File: config.mk
export PLATFORM = sky130hd
export DESIGN_NAME = ffrp_max_tree
export DESIGN_NICKNAME = d
export VERILOG_FILES = /design/src/design/assert_macros.svh /design/src/design/ffrp_pkg.sv /design/src/design/ffrp_max_tree.sv
export SDC_FILE = /design/constraint.sdc
export NUM_CORES = 2
export LEC_CHECK = 0
export ABC_CLOCK_PERIOD_IN_PS = 17800
export BUFFER_PORTS_ARGS = -buffer_cell sky130_fd_sc_hd__clkbuf_2
export CAP_MARGIN = 10
export CELL_PAD_IN_SITES_DETAIL_PLACEMENT = 0
export CELL_PAD_IN_SITES_GLOBAL_PLACEMENT = 1
export CORE_ASPECT_RATIO = 1.75
export CORE_MARGIN = 4
export CORE_UTILIZATION = 30
export CTS_CLUSTER_DIAMETER = 100
export DETAILED_ROUTE_END_ITERATION = 12
export HOLD_SLACK_MARGIN = 0.06
export MAX_ROUTING_LAYER = met4
export PLACE_DENSITY_LB_ADDON = 0.3
export SYNTH_ARGS = -nofsm -noshare
export SYNTH_HDL_FRONTEND = slang
export SYNTH_SLANG_ARGS = --single-unit
File: constraint.sdc
create_clock -name clk -period 17.8 [get_ports clk]
set_input_delay 0.89 -clock clk [delete_from_list [all_inputs] [get_ports clk]]
set_output_delay 0.89 -clock clk [all_outputs]
set_load 0.02 [all_outputs]
File: src/design/assert_macros.svh
// Assertion macros shared by the packer RTL.
`ifndef ASSERT_MACROS_SVH
`define ASSERT_MACROS_SVH

// Same-cycle implication, checked on every rising clock edge outside reset.
`define ASSERT_IMP(lbl, ante, cons) \
  lbl: assert property (@(posedge clk) disable iff (!rst_n) (ante) |-> (cons)) \
    else $error("packer assertion failed");

// Next-cycle implication.
`define ASSERT_NXT(lbl, ante, cons) \
  lbl: assert property (@(posedge clk) disable iff (!rst_n) (ante) |=> (cons)) \
    else $error("packer assertion failed");

`endif

File: src/design/ffrp_pkg.sv
// Types and constants of the first-fit rectangle packer.
`timescale 1ns / 1ps
package ffrp_pkg;

  localparam int MAX_RECTS = 64;
  localparam int IDX_W     = $clog2(MAX_RECTS);
  localparam int CNT_W     = $clog2(MAX_RECTS + 1);
  localparam int SIDE_W    = 13;
  localparam int CRD_W     = SIDE_W + 1;
  localparam int AREA_W    = 25;
  localparam int GRP       = 8;
  localparam int NGRP      = (MAX_RECTS + GRP - 1) / GRP;
  localparam int CHK_LAT   = 3;

  localparam logic [1:0] ST_OK    = 2'd0;
  localparam logic [1:0] ST_NOFIT = 2'd1;
  localparam logic [1:0] ST_BIG   = 2'd2;

  localparam logic [1:0] CFG_MIN_W = 2'd0;
  localparam logic [1:0] CFG_MIN_H = 2'd1;
  localparam logic [1:0] CFG_MAX_W = 2'd2;
  localparam logic [1:0] CFG_MAX_H = 2'd3;

  typedef struct packed {
    logic [12:0] rect_width;
    logic [12:0] rect_height;
    logic        last_rect;
  } in_t;

  typedef struct packed {
    logic [5:0]  rect_index;
    logic [11:0] pos_x;
    logic [11:0] pos_y;
    logic        placed;
    logic [12:0] atlas_width;
    logic [12:0] atlas_height;
    logic [1:0]  status;
    logic        last_result;
  } out_t;

  typedef struct packed {
    logic [SIDE_W-1:0] w;
    logic [SIDE_W-1:0] h;
    logic [AREA_W-1:0] area;
    logic [IDX_W-1:0]  idx;
    logic [SIDE_W-1:0] px;
    logic [SIDE_W-1:0] py;
  } rect_t;

  typedef struct packed {
    logic [CRD_W-1:0]  x;
    logic [CRD_W-1:0]  y;
    logic [SIDE_W-1:0] w;
    logic [SIDE_W-1:0] h;
  } cand_t;

  typedef struct packed {
    logic shift;
    logic load;
    logic place;
    logic check;
  } cell_ctl_t;

endpackage

File: src/design/ffrp_max_tree.sv
// Two-stage registered maximum over the per-cell jump values.
`timescale 1ns / 1ps
module ffrp_max_tree (
  input  logic                                               clk,
  input  logic [ffrp_pkg::MAX_RECTS-1:0][ffrp_pkg::CRD_W-1:0] leaf,
  output logic [ffrp_pkg::CRD_W-1:0]                         max_r
);

  logic [ffrp_pkg::NGRP-1:0][ffrp_pkg::CRD_W-1:0] grp_r;
  logic [ffrp_pkg::NGRP-1:0][ffrp_pkg::CRD_W-1:0] grp_nxt;
  logic [ffrp_pkg::CRD_W-1:0]                     max_nxt;

  always_comb begin
    for (int g = 0; g < ffrp_pkg::NGRP; g++) begin
      grp_nxt[g] = '0;
      for (int j = 0; j < ffrp_pkg::GRP; j++) begin
        if ((g * ffrp_pkg::GRP + j) < ffrp_pkg::MAX_RECTS) begin
          if (leaf[g * ffrp_pkg::GRP + j] > grp_nxt[g]) begin
            grp_nxt[g] = leaf[g * ffrp_pkg::GRP + j];
          end
        end
      end
    end
  end

  always_comb begin
    max_nxt = '0;
    for (int g = 0; g < ffrp_pkg::NGRP; g++) begin
      if (grp_r[g] > max_nxt) begin
        max_nxt = grp_r[g];
      end
    end
  end

  always_ff @(posedge clk) begin
    grp_r <= grp_nxt;
    max_r <= max_nxt;
  end

endmodule

Word-level counts from Yosys, hierarchy flattened
Index checks and enable logic that the tools add are counted.

$lt $le $gt $ge: 72. Mux-type cells: 72.

Operators with widths (count): $mux 14 (72); $gt 14x14->1 (63); $gt 14x1->1 const B (9).

Register bits after elaboration: 126. Bits of input ports: 897. Output and inout port bits: 14.

Depth between registers and ports, before layout
Depth in word-level cells: 16. Mapped depth: 92. Mapped depth without buffers: 84.

Least setup slack after synthesis
OpenSTA, ideal clock, no wires.

Path kind: input -> register. From: in leaf[795] in the netlist's numbering. To: reg grp_r[103] in the netlist's numbering. Data arrival time: 16565 ps. Slack: 1175 ps. Required time: 17740 ps. Cell stages on the path: 87. Setup time: 60 ps. Buffers on the path: 9. Cell sequence: inv_1 -> ha_1 -> a21o_1 -> a21o_1 -> a2111oi_2 -> a21oi_1 -> clkbuf_1 -> a21oi_1 -> ha_1 -> and3_1 -> a22o_1 -> o21ai_0 -> nand3_1 -> nand2_1 -> clkbuf_1 -> clkbuf_1 -> a21oi_1 -> inv_1 -> (+51 left out) -> a21oi_1 -> nor2b_1 -> o21ai_0 -> nand2b_1 -> a21oi_1 -> nor2b_1 -> o21ai_0 -> nand2b_1 -> a21oi_1 -> nor2b_1 -> o21ai_0 -> nand2b_1 -> a21oi_1 -> or2_2 -> clkbuf_1 -> clkbuf_1 -> a31oi_1 -> nand2_1.

RTL lines: start: declaration (RTL line ffrp_max_tree.sv:5) `input logic [ffrp_pkg::MAX_RECTS-1:0][ffrp_pkg::CRD_W-1:0] leaf,`; end signal: assignment (RTL line ffrp_max_tree.sv:36) `grp_r <= grp_nxt;`; end: declaration (RTL line ffrp_max_tree.sv:9) `logic [ffrp_pkg::NGRP-1:0][ffrp_pkg::CRD_W-1:0] grp_r;`.

Final worst setup path
From: reg grp_r[3] in the netlist's numbering. To: reg max_r[0] in the netlist's numbering.

Word-level cells in the longest chain between the ends: 16.

Ends and longest elaborated chain: $gt 14x1->1 (RTL line ffrp_max_tree.sv:29) `if (grp_r[g] > max_nxt) begin`; $mux 14 (*) (RTL line ffrp_max_tree.sv:29); $gt 14x14->1 (RTL line ffrp_max_tree.sv:29); $mux 14 (*) (RTL line ffrp_max_tree.sv:29); $gt 14x14->1 (RTL line ffrp_max_tree.sv:29); $mux 14 (*) (RTL line ffrp_max_tree.sv:29); $gt 14x14->1 (RTL line ffrp_max_tree.sv:29); $mux 14 (*) (RTL line ffrp_max_tree.sv:29); $gt 14x14->1 (RTL line ffrp_max_tree.sv:29); $mux 14 (*) (RTL line ffrp_max_tree.sv:29); $gt 14x14->1 (RTL line ffrp_max_tree.sv:29); $mux 14 (*) (RTL line ffrp_max_tree.sv:29); $gt 14x14->1 (RTL line ffrp_max_tree.sv:29); $mux 14 (*) (RTL line ffrp_max_tree.sv:29); $gt 14x14->1 (RTL line ffrp_max_tree.sv:29); $mux 14 (*) (RTL line ffrp_max_tree.sv:29); named net max_nxt, one bit (RTL line ffrp_max_tree.sv:11) `logic [ffrp_pkg::CRD_W-1:0] max_nxt;`; end signal: assignment (RTL line ffrp_max_tree.sv:37) `max_r <= max_nxt;`; end: declaration (RTL line ffrp_max_tree.sv:6) `output logic [ffrp_pkg::CRD_W-1:0] max_r`.

The timed path passes the listed nets; every way through them passes the cells marked *.

==> reports/qor.csv <==
metric,value,unit
globalRoute.busiestLayer,met2,
min-delay-start,grp_r[105],
edff_count_synth,0,
clock_insertion_delay_worst_skew,0.48,ns
placement.io_buffers,910,
grt_use_met1,23.14,%
cts_resized,0,
cts_hold_fix_bufs,0,
worst_hold_check_path_type,reg -> reg,
global_route_wire_length_before_repair,255900,um
ys.warnings.count,0,
synth_nets,6991,
tritoncts_buffer_count,17,
crit_path_frequent_cell,a21oi_1,
min_path_cells,2,
detail-route-antenna-nets,0,
report.final.slew_viol_count,0,
syn_to_final_growth,21.05,%
routed_wire_length_per_instance,21.57,um
gr-usage-met2,49.41,%
top_level_ports,911,
timing_hold_violations_final,0,
ys_seq_area_share,6.570,%
clock-sinks,126,
whs_endpoint,max_r[7],
reg2regPathDepth,73,
worst_slew_pin_slew,1.127,ns
outcome,"finished, final reports clean",
timing.critical_path.arrival,16.77,ns
setup.worst_path.class,reg -> reg,
std_cell_rows,173,
global_route.overflow_total,0,
die_w,278.4,um
grt_usage,25.41,%
fmax,60.97,MHz
finalCritPeriodShare,92.15,%
ctsLongestPathBuffers,2,
postRouteWirelength,173900,um
detailedRoute.firstIterationViolations,1988,
clock-skew-final,0.02058,ns
cts.root.buffer_cell,clkbuf_16,
timing.critical_path.slowest_stage_cell,or4_1,
synth_top_flop_cell,dfxtp_1,
cp_slowest_stage_delay,0.54,ns
post_cts_setup_buffers,0,
vias_per_cell,5.353,
h_tree_levels,4,
die_area,134000,um2
clkTransAtPathRegs,0.07,ns
startpoint_type,register,
synth_area,38390,um2
grt_max_degree,28,
layout.nets,7918,
number_of_antenna_violations_at_the_first_check_in_global_routing,104,
gr-usage-met3,7.971,%
unrepaired_setup_endpoints_after_global_routing,false,
worstReg2RegStart,grp_r[3],
maxCapViolCount,0,
ys_ff_latch,126,
syn_inst,5365,
r2r_end,max_r[0],
die_h,481.2,um
num_vias,43150,
distinct_cell_type_count_of_the_synthesized_netlist,111,
final_min_period,16.40,ns
drc,0,
place_hpwl,158900,um
ys_async_sr_fraction,0,%
worst_ep_required_time,18.16,ns
gp_routability_congestion,0.9946,
core_region_area,127100,um2
syn_area_per_cell,7.156,um2
drive_above_1_share,21.65,%
slew_headroom,24.86,%
tns,0,ns
initial_utilization,30.22,%
grt_pass1_vias,43750,
cp-end-kind,register,
worst_path_max_fanout,26,
cts_tree,done,
number_of_iterations_in_the_first_detailed_routing_pass,6,
final_setup_violations,0,
r2r_slack,1.40,ns
## critical path, delay by kind of cell (launching register included)
family	cells	cell delay, ns
AOI/OAI and AO/OA	33	7.88
adders and majority gates	7	2.09
and+or+nand+nor	23	3.87
muxes	5	1.38
buffers and inverters	5	0.77
DFF	1	0.31
## layout make-up
type,instances,area [um2]
fill,13780,80590
multi-input combinational,4447,32930
timing repair buffer,1061,5725
sequential,126,2522
inverter,639,2399
tap,1662,2079
clock buffer,17,425.4
antenna,93,232.7
clock inverter,15,158.9
## synthesized netlist by cell type, drive strengths merged, types with 58 or more instances
cell type	number	share of area, %
a211oi	60	1.2
a21o	143	2.8
a21oi	457	6.0
a31oi	66	1.1
and2	73	1.2
and3	58	0.95
clkbuf	113	1.1
dfxtp	126	6.6
ha	729	24
inv	639	6.2
mux2	162	4.8
mux2i	235	6.1
nand2	430	4.2
nand3	129	1.7
nand4	103	1.7
nor2	399	3.9
nor2b	99	1.6
nor3	72	0.96
o21ai	359	4.7
xnor2	63	1.4
## registers in the layout, indices dropped and copies added (netlist names)
register	flops
max_r	14
grp_r	112
## how the worst max path moves through the flow
| stage | from | endpoint | slack [ns] | depth (start not counted) |
|---|---|---|---|---|
| 2_1_floorplan | leaf[795] | grp_r[103] | 1.18 | 87 |
| 3_3_place_gp | leaf[339] | grp_r[44] | 0.32 | 73 |
| 3_5_place_dp | leaf[339] | grp_r[44] | 0.25 | 72 |
| 4_1_cts | leaf[339] | grp_r[44] | 0.70 | 73 |
| 5_1_grt | leaf[685] | grp_r[91] | 0.003 | 78 |
| 6_report | grp_r[3] | max_r[0] | 1.40 | 73 |
## logic make-up (layout without fill, tap and decap cells)
family / Yosys count / after routing / share of synthesized area, %
and+or+nand+nor: 1645 / 1645 / 21.63
other: 0 / 93 / 0
DFF: 126 / 126 / 6.570
buffers and inverters: 792 / 1732 / 7.870
muxes: 397 / 397 / 10.90
xor gates and xnor gates: 79 / 79 / 1.802
adders and majority gates: 745 / 745 / 24.17
AOI/OAI and AO/OA: 1581 / 1581 / 27.06
## routing by layer
layer / part of all wire [%] / wire length (um) / vias up
met3: 8.4 / 14530 / 218
li1: - / - / 21780
met4: 4.0 / 6991 / 0
met1: 35 / 60130 / 19940
met5: 0 / 0 / -
met2: 53 / 92200 / 1208
## through the flow
stage / std cells / util [%] / worst slack, ns / cell area (um2) / hold WS (ns)
finish: 8060 / 36.58 / 1.398 / 46470 / 0.6043
global route: 8057 / 36.57 / 0.003414 / 46470 / 0.6113
CTS: 7967 / 36.35 / 0.6965 / 46190 / 0.6173
detailed placement: 7935 / 35.89 / 0.2454 / 45600 / 0.5837
global placement: 7935 / 35.89 / 0.3230 / 45600 / 0.5873
floorplan: 5365 / - / 1.175 / 38390 / 0.4327
## placed cells by master (no fill, tap or decap), types with 37 or more instances in the layout
master	n
o211ai_1	53
ha_1	729
xnor2_1	63
dfxtp_1	126
o21ai_1	56
a211oi_1	59
mux2i_1	234
clkbuf_2	910
nand4_1	102
a21oi_1	455
o21ai_0	296
diode_2	93
buf_4	148
nand2b_1	54
and3_1	58
a21o_1	141
nand2_1	428
nand3_1	128
and4_1	46
nor2_1	397
a31oi_1	64
mux2_2	144
inv_1	639
nor2b_1	99
and2_1	68
nor3_1	69
nor4_1	37
Power is left out: the tool's default activity adds up to more than one toggle a clock period on the data nets, which glitch-free logic cannot reach.
