`src/design/assert_macros.svh`:
```
// Assertion macros shared by the packer RTL.
`ifndef ASSERT_MACROS_SVH
`define ASSERT_MACROS_SVH

// Same-cycle implication, checked on every rising clock edge outside reset.
`define ASSERT_IMP(lbl, ante, cons) \
  lbl: assert property (@(posedge clk) disable iff (!rst_n) (ante) |-> (cons)) \
    else $error("packer assertion failed");

// Next-cycle implication.
`define ASSERT_NXT(lbl, ante, cons) \
  lbl: assert property (@(posedge clk) disable iff (!rst_n) (ante) |=> (cons)) \
    else $error("packer assertion failed");

`endif

```
`src/design/ffrp_pkg.sv`:
```
// Types and constants of the first-fit rectangle packer.
`timescale 1ns / 1ps
package ffrp_pkg;

  localparam int MAX_RECTS = 64;
  localparam int IDX_W     = $clog2(MAX_RECTS);
  localparam int CNT_W     = $clog2(MAX_RECTS + 1);
  localparam int SIDE_W    = 13;
  localparam int CRD_W     = SIDE_W + 1;
  localparam int AREA_W    = 25;
  localparam int GRP       = 8;
  localparam int NGRP      = (MAX_RECTS + GRP - 1) / GRP;
  localparam int CHK_LAT   = 3;

  localparam logic [1:0] ST_OK    = 2'd0;
  localparam logic [1:0] ST_NOFIT = 2'd1;
  localparam logic [1:0] ST_BIG   = 2'd2;

  localparam logic [1:0] CFG_MIN_W = 2'd0;
  localparam logic [1:0] CFG_MIN_H = 2'd1;
  localparam logic [1:0] CFG_MAX_W = 2'd2;
  localparam logic [1:0] CFG_MAX_H = 2'd3;

  typedef struct packed {
    logic [12:0] rect_width;
    logic [12:0] rect_height;
    logic        last_rect;
  } in_t;

  typedef struct packed {
    logic [5:0]  rect_index;
    logic [11:0] pos_x;
    logic [11:0] pos_y;
    logic        placed;
    logic [12:0] atlas_width;
    logic [12:0] atlas_height;
    logic [1:0]  status;
    logic        last_result;
  } out_t;

  typedef struct packed {
    logic [SIDE_W-1:0] w;
    logic [SIDE_W-1:0] h;
    logic [AREA_W-1:0] area;
    logic [IDX_W-1:0]  idx;
    logic [SIDE_W-1:0] px;
    logic [SIDE_W-1:0] py;
  } rect_t;

  typedef struct packed {
    logic [CRD_W-1:0]  x;
    logic [CRD_W-1:0]  y;
    logic [SIDE_W-1:0] w;
    logic [SIDE_W-1:0] h;
  } cand_t;

  typedef struct packed {
    logic shift;
    logic load;
    logic place;
    logic check;
  } cell_ctl_t;

endpackage

```
`src/design/ffrp_cell.sv`:
```
// One ring cell: holds a rectangle and its placement, tests a candidate for overlap.
`timescale 1ns / 1ps
module ffrp_cell (
  input  logic                      clk,
  input  ffrp_pkg::cell_ctl_t       ctl,
  input  ffrp_pkg::rect_t           shift_in,
  input  ffrp_pkg::rect_t           ld,
  input  ffrp_pkg::cand_t           cand,
  output ffrp_pkg::rect_t           ent_r,
  output logic [ffrp_pkg::CRD_W-1:0] jump_r
);

  logic [ffrp_pkg::CRD_W:0]   s_xe;
  logic [ffrp_pkg::CRD_W:0]   s_ye;
  logic [ffrp_pkg::CRD_W:0]   c_xe;
  logic [ffrp_pkg::CRD_W:0]   c_ye;
  logic                       hit;
  logic [ffrp_pkg::CRD_W-1:0] jump_nxt;

  assign s_xe = {2'b00, ent_r.px} + {2'b00, ent_r.w};
  assign s_ye = {2'b00, ent_r.py} + {2'b00, ent_r.h};
  assign c_xe = {1'b0, cand.x} + {2'b00, cand.w};
  assign c_ye = {1'b0, cand.y} + {2'b00, cand.h};

  // shared edges count as overlap
  assign hit = ctl.check &&
               !(({1'b0, cand.x} > s_xe) || ({2'b00, ent_r.px} > c_xe) ||
                 ({1'b0, cand.y} > s_ye) || ({2'b00, ent_r.py} > c_ye));

  assign jump_nxt = hit ? ffrp_pkg::CRD_W'(s_xe + 1'b1) : '0;

  always_ff @(posedge clk) begin
    jump_r <= jump_nxt;
    if (ctl.shift) begin
      ent_r <= shift_in;
    end else begin
      if (ctl.load) begin
        ent_r.w    <= ld.w;
        ent_r.h    <= ld.h;
        ent_r.area <= ld.area;
        ent_r.idx  <= ld.idx;
      end
      if (ctl.place) begin
        ent_r.px <= cand.x[ffrp_pkg::SIDE_W-1:0];
        ent_r.py <= cand.y[ffrp_pkg::SIDE_W-1:0];
      end
    end
  end

endmodule

```
`config.mk`:
```
export PLATFORM = sky130hd
export DESIGN_NAME = ffrp_cell
export DESIGN_NICKNAME = d
export VERILOG_FILES = /design/src/design/assert_macros.svh /design/src/design/ffrp_pkg.sv /design/src/design/ffrp_cell.sv
export SDC_FILE = /design/constraint.sdc
export NUM_CORES = 1
export LEC_CHECK = 0
export BUFFER_PORTS_ARGS = -buffer_cell sky130_fd_sc_hd__buf_2
export CELL_PAD_IN_SITES_DETAIL_PLACEMENT = 1
export CELL_PAD_IN_SITES_GLOBAL_PLACEMENT = 1
export CORE_UTILIZATION = 40
export DETAILED_ROUTE_END_ITERATION = 16
export GPL_ROUTABILITY_DRIVEN = 1
export GPL_TIMING_DRIVEN = 0
export PLACE_DENSITY_LB_ADDON = 0.25
export SYNTH_ARGS = -nofsm -noshare
export SYNTH_HDL_FRONTEND = slang
export SYNTH_SLANG_ARGS = --single-unit
```
`constraint.sdc`:
```
create_clock -name clk -period 8.7 [get_ports clk]
set_input_delay 0.87 -clock clk [delete_from_list [all_inputs] [get_ports clk]]
set_output_delay 0.87 -clock clk [all_outputs]
set_load 0.01 [all_outputs]
```
=== Yosys cells after proc, flatten, opt, wreduce, memory -nomap -nowiden ===
Cells that the tools add are included.

* Register bits after elaboration: 97
* Word-level logic and storage cells: 26

* Add/subtract/negate cells: 5
* Magnitude comparators: 4
* Mux-type cells: 3
* Reduce and logical (&&, ||, !) cells: 7

{| class="wikitable"
|+ Operators by type and width
! cell !! number
|-
| two-way mux 83 bit || 1
|-
| two-way mux 57 bit || 1
|-
| adder 14 x 13 -> 15 bit || 2
|-
| greater-than comparator 13 x 15 -> 1 bit || 2
|-
| adder 13 x 13 -> 14 bit || 2
|-
| greater-than comparator 14 bit || 2
|-
| two-way mux 26 bit || 1
|-
| adder 14 x 1 -> 14 bit, second input constant || 1
|-
| nonzero test 2 bit || 2
|-
| logical OR 1 bit || 3
|-
| logical AND 1 bit || 1
|-
| logical NOT 1 bit || 1
|}

=== Longest topological paths before layout ===
* Word-level depth: 7
* Mapped depth: 22
* Gate-level depth less buffers: 21

=== Least setup slack after synthesis ===
Ideal clock, no wire load.

* Path type: in2reg
* Start: input cand[0] (netlist name)
* End: register jump_r[9] (netlist name)
* Setup time: 63 ps
* Arrival time: 4,072 ps
* Data required time: 8,637 ps
* Slack: 4,565 ps
* Stages: 18
* Path buffers: 1
* Path through: ha_1 > fa_1 > a211oi_1 > o21ai_0 > o211ai_1 > nor2b_1 > xor2_1 > ha_1 > a21o_1 > a21o_1 > a21o_1 > a21o_1 > a21o_1 > o221ai_1 > and4b_1 > nand3_2 > buf_6 > nor2_2

* Cells in the longest elaborated chain, start to end: 5

{| class="wikitable"
|+ RTL lines
! element !! line !! text
|-
| start, declared || ffrp_cell.sv:8 || <nowiki>input ffrp_pkg::cand_t cand,</nowiki>
|-
| adder 14 x 13 -> 15 bit || ffrp_cell.sv:23 || <nowiki>assign c_ye = {1'b0, cand.y} + {2'b00, cand.h};</nowiki>
|-
| greater-than comparator 13 x 15 -> 1 bit || ffrp_cell.sv:28 || <nowiki>({1'b0, cand.y} > s_ye) || ({2'b00, ent_r.py} > c_ye));</nowiki>
|-
| logical OR 1 bit || ffrp_cell.sv:28 ||
|-
| logical NOT 1 bit || ffrp_cell.sv:27 || <nowiki>!(({1'b0, cand.x} > s_xe) || ({2'b00, ent_r.px} > c_xe) ||</nowiki>
|-
| logical AND 1 bit || ffrp_cell.sv:26 || <nowiki>assign hit = ctl.check &&</nowiki>
|-
| end signal, assigned || ffrp_cell.sv:33 || <nowiki>jump_r <= jump_nxt;</nowiki>
|-
| end, declared || ffrp_cell.sv:10 || <nowiki>output logic [ffrp_pkg::CRD_W-1:0] jump_r</nowiki>
|}

No other way between the ends.
A chain may end at the register's enable or synchronous reset.

=== Worst setup path in the final report ===
* Start: register ent_r[14] (netlist name)
* End: register jump_r[13] (netlist name)

* Cells in the longest elaborated chain, start to end: 7
* Elaborated cells between the ends (all ways): 9

{| class="wikitable"
|+ RTL lines
! element !! line !! text
|-
| start, declared || ffrp_cell.sv:9 || <nowiki>output ffrp_pkg::rect_t ent_r,</nowiki>
|-
| start signal, assigned || ffrp_cell.sv:35 || <nowiki>ent_r <= shift_in;</nowiki>
|-
| adder 13 x 13 -> 14 bit || ffrp_cell.sv:20 || <nowiki>assign s_xe = {2'b00, ent_r.px} + {2'b00, ent_r.w};</nowiki>
|-
| greater-than comparator 14 bit || ffrp_cell.sv:27 ||
|-
| logical OR 1 bit (2 in series) || ffrp_cell.sv:27 ||
|-
| logical OR 1 bit || ffrp_cell.sv:28 ||
|-
| logical NOT 1 bit || ffrp_cell.sv:27 ||
|-
| logical AND 1 bit || ffrp_cell.sv:26 ||
|}

Parallel ways exist; a longest one is shown, timed or not.

==> metrics.txt <==
Setup crit start kind=flip-flop; Skew-Pair Late Insertion Delay=360 ps; period utilisation layout=0.562; initial antenna violation count=1; DR vias=approximately 6,700; Seq cells post-synth=97; fillcell total=2,164; CP Data Required Time=8960 ps; # IOs=approximately 320; Post-CTS Setup Inserts=0; clk buf depth=2; CP Capture Type=flip-flop; IO Port Bufs=294; # DRC=0; CTS root buf=clkbuf_16; core area=18,300 µm²; Leakage Power=about 4.5 nW; H-tree Lvls=3; layout cell share with drive strength beyond 1=0.407; average size of a mapped cell=10.9 µm²; largest net degree at the start of global routing=58; gr busiest metal=met2; CTS clk-pin slew, worst paths=70 ps; Relative slew margins=0.415; drt first pass iters=4; sw power=around 0.00068 W; Num CTS Buffers=9; Post-synth EDFFs=83; Ys Warns=0; fraction of registers with async set/reset=0; Synth area leaders=edfxtp_1 33%, ha_1 17%, mux2_2 12%, dfxtp_1 3.7%, xor2_1 3.1%; drt total wl=24,200 µm; Die W=~140 µm; synthesized instance count=between 600 and 700; Iter 0 DRT Violations=207; global-route wire length before repair=37,600 µm; cts hold-fix bufs=0; clock power share=0.225; CP most frequent cell=ha_1; row cnt=49; Post-Route Skew=13.4 ps; RSZ-0062 raised after global routing=false; Max stage delay on crit path=620 ps; met1 Track Usage GR=0.309; Setup WS pre-CTS=3680 ps; placed cells=between 1,000 and 1,500; max cap viols=0; min-delay worst type=flip-flop to flip-flop; Routed WL per cell=19.6 µm; Final Slew Violations=0; library cells used by synthesis=63; post_cts resized=0; Setup TNS=0 ps; Final Non-Filler Cells=~1,200; gpl congestion=0.803; clk sink count=97; CP Cell Sequence=ha_1 -> a211oi_1 -> o21ai_0 -> a31oi_1 -> nor4_1 -> a311oi_1 -> ha_1 -> and3_1 -> a2111oi_0 -> nand3_1 -> o221ai_1 -> o32ai_1 -> nand4_1 -> nand3_2 -> nor3_1; Power Internal=around 0.0011 W; Total GRT Usage=0.252; Worst Path Arrival=5150 ps; Final WS setup=3810 ps; power consumption=0.00180 W; most frequent cells in the layout=294 x buf_2, 104 x ha_1, 83 x edfxtp_1, 78 x mux2_2, 46 x a21oi_1; share of Yosys cell area claimed by the top area cell type=0.330; Most used DFF post-synth=edfxtp_1; Tmin final=4890 ps; critical path class=flip-flop to flip-flop; starting density of the core=0.414; Vias/cell=~5.4; Worst-Margin Slew=878 ps; final hold viol count=0; Die Ht=139 µm; grt total ovfl=0; CTS tree=built; global routing usage on met3=0.0699; Worst Path Max Fanout=5; maximum vdd drop=101 µV; Syn-to-layout area delta=27.2%; most common cell after layout, fill and taps aside=buf_2; met2 usage=0.433; power density over cell area=187 nW/µm²; vias in the first global route=6,983; total die area=19,500 µm²; cell area after synthesis=7560 µm²; status=completed; post-route ant nets=0; cell with the largest stage delay on the worst path=a2111oi_0; Detail Placement HPWL=20,100 µm; sw frac=0.377; Achievable Freq=0.205 GHz; combinational power share=0.440; Util after Layout=0.526; Synth area leader=edfxtp_1; fin nets=1,332; Seq/Total Area, Yosys=0.367; Final setup viols=0; Sequential Power Share=0.335; Net Count, Synth=1,027
[critical path, delay by kind of cell, from the launching register on]
kind / cells / cell delay [ps]
DFF: 1 / 510
and+or+nand+nor: 6 / 1130
adders and majority gates: 2 / 730
AOI/OAI and AO/OA: 7 / 2430
[registers in the layout (all words and copies together), names as in the netlist]
signal	count
jump_r	14
ent_r	83
[worst paths after layout]
kind | from | to | slack (ps) | depth (start not counted)
worst max-delay path | ent_r[14] | jump_r[13] | 3810 | 15
worst min-delay path | ent_r[70] | jump_r[0] | 670 | 2
worst max register to register | ent_r[14] | jump_r[13] | 3810 | 15
worst min register to register | ent_r[70] | jump_r[0] | 670 | 2
[cell type report]
type | count | area [µm²] | share of cell area
Multi-Input combinational cell | 551 | 4610 | 0.479
Sequential cell | 97 | 2770 | 0.288
Timing Repair Buffer | 294 | 1470 | 0.153
Tap cell | 229 | 287 | 0.0298
Clock buffer | 10 | 229 | 0.0238
Inverter | 33 | 124 | 0.0129
Clock inverter | 6 | 61.3 | 0.00638
Buffer | 13 | 56.3 | 0.00585
Antenna cell | 2 | 5.00 | 0.000520
[cell families (layout without fill, tap and decap cells)]
group | after synthesis | after routing | synth area share
xor gates and xnor gates | 55 | 55 | 0.0665
muxes | 79 | 79 | 0.117
AOI/OAI and AO/OA | 164 | 164 | 0.142
adders and majority gates | 108 | 108 | 0.183
and+or+nand+nor | 145 | 145 | 0.101
buffers and inverters | 46 | 356 | 0.0238
other | 0 | 2 | 0
DFF | 97 | 97 | 0.367
[cells in the mapped netlist, types with 6 or more instances]
cell type and n:
a21oi_1 46, a31oi_1 6, clkbuf_1 12, a21o_1 25, o21ai_0 33, o211ai_1 7, ha_1 104, xnor2_1 26
nand3_1 14, dfxtp_1 14, mux2_2 78, nand4_1 12, nor3_1 15, nand2_1 27, inv_1 33, o21a_1 11
nor2_1 26, xor2_1 27, nor2b_1 9, o21bai_1 7, nor2_2 10, edfxtp_1 83
[metal layers]
metal  vias up  routed length [µm]
li1       3247                   -
met1      3173               10600
met2       222               11500
met3        22                1750
met4         0                 337
met5         -                   0
[metrics by stage]
| step | hold slack [ps] | instance area, µm² |
|---|---|---|
| finish | 671 | 9620 |
| global route | 713 | 9610 |
| CTS | 683 | 9610 |
| detailed placement | 672 | 9320 |
| global placement | 662 | 9320 |
| floorplan | 672 | 7560 |
[power by group through the flow]
stage               clock, W  combinational, W  sequential (W)
finish              0.000406          0.000791        0.000603
global route        0.000432          0.000884        0.000609
CTS                 0.000417          0.000794        0.000605
detailed placement         0          0.000785        0.000615
global placement           0          0.000760        0.000614
floorplan                  0          0.000502        0.000634
Note: power is estimated with default switching activity, not from simulation.
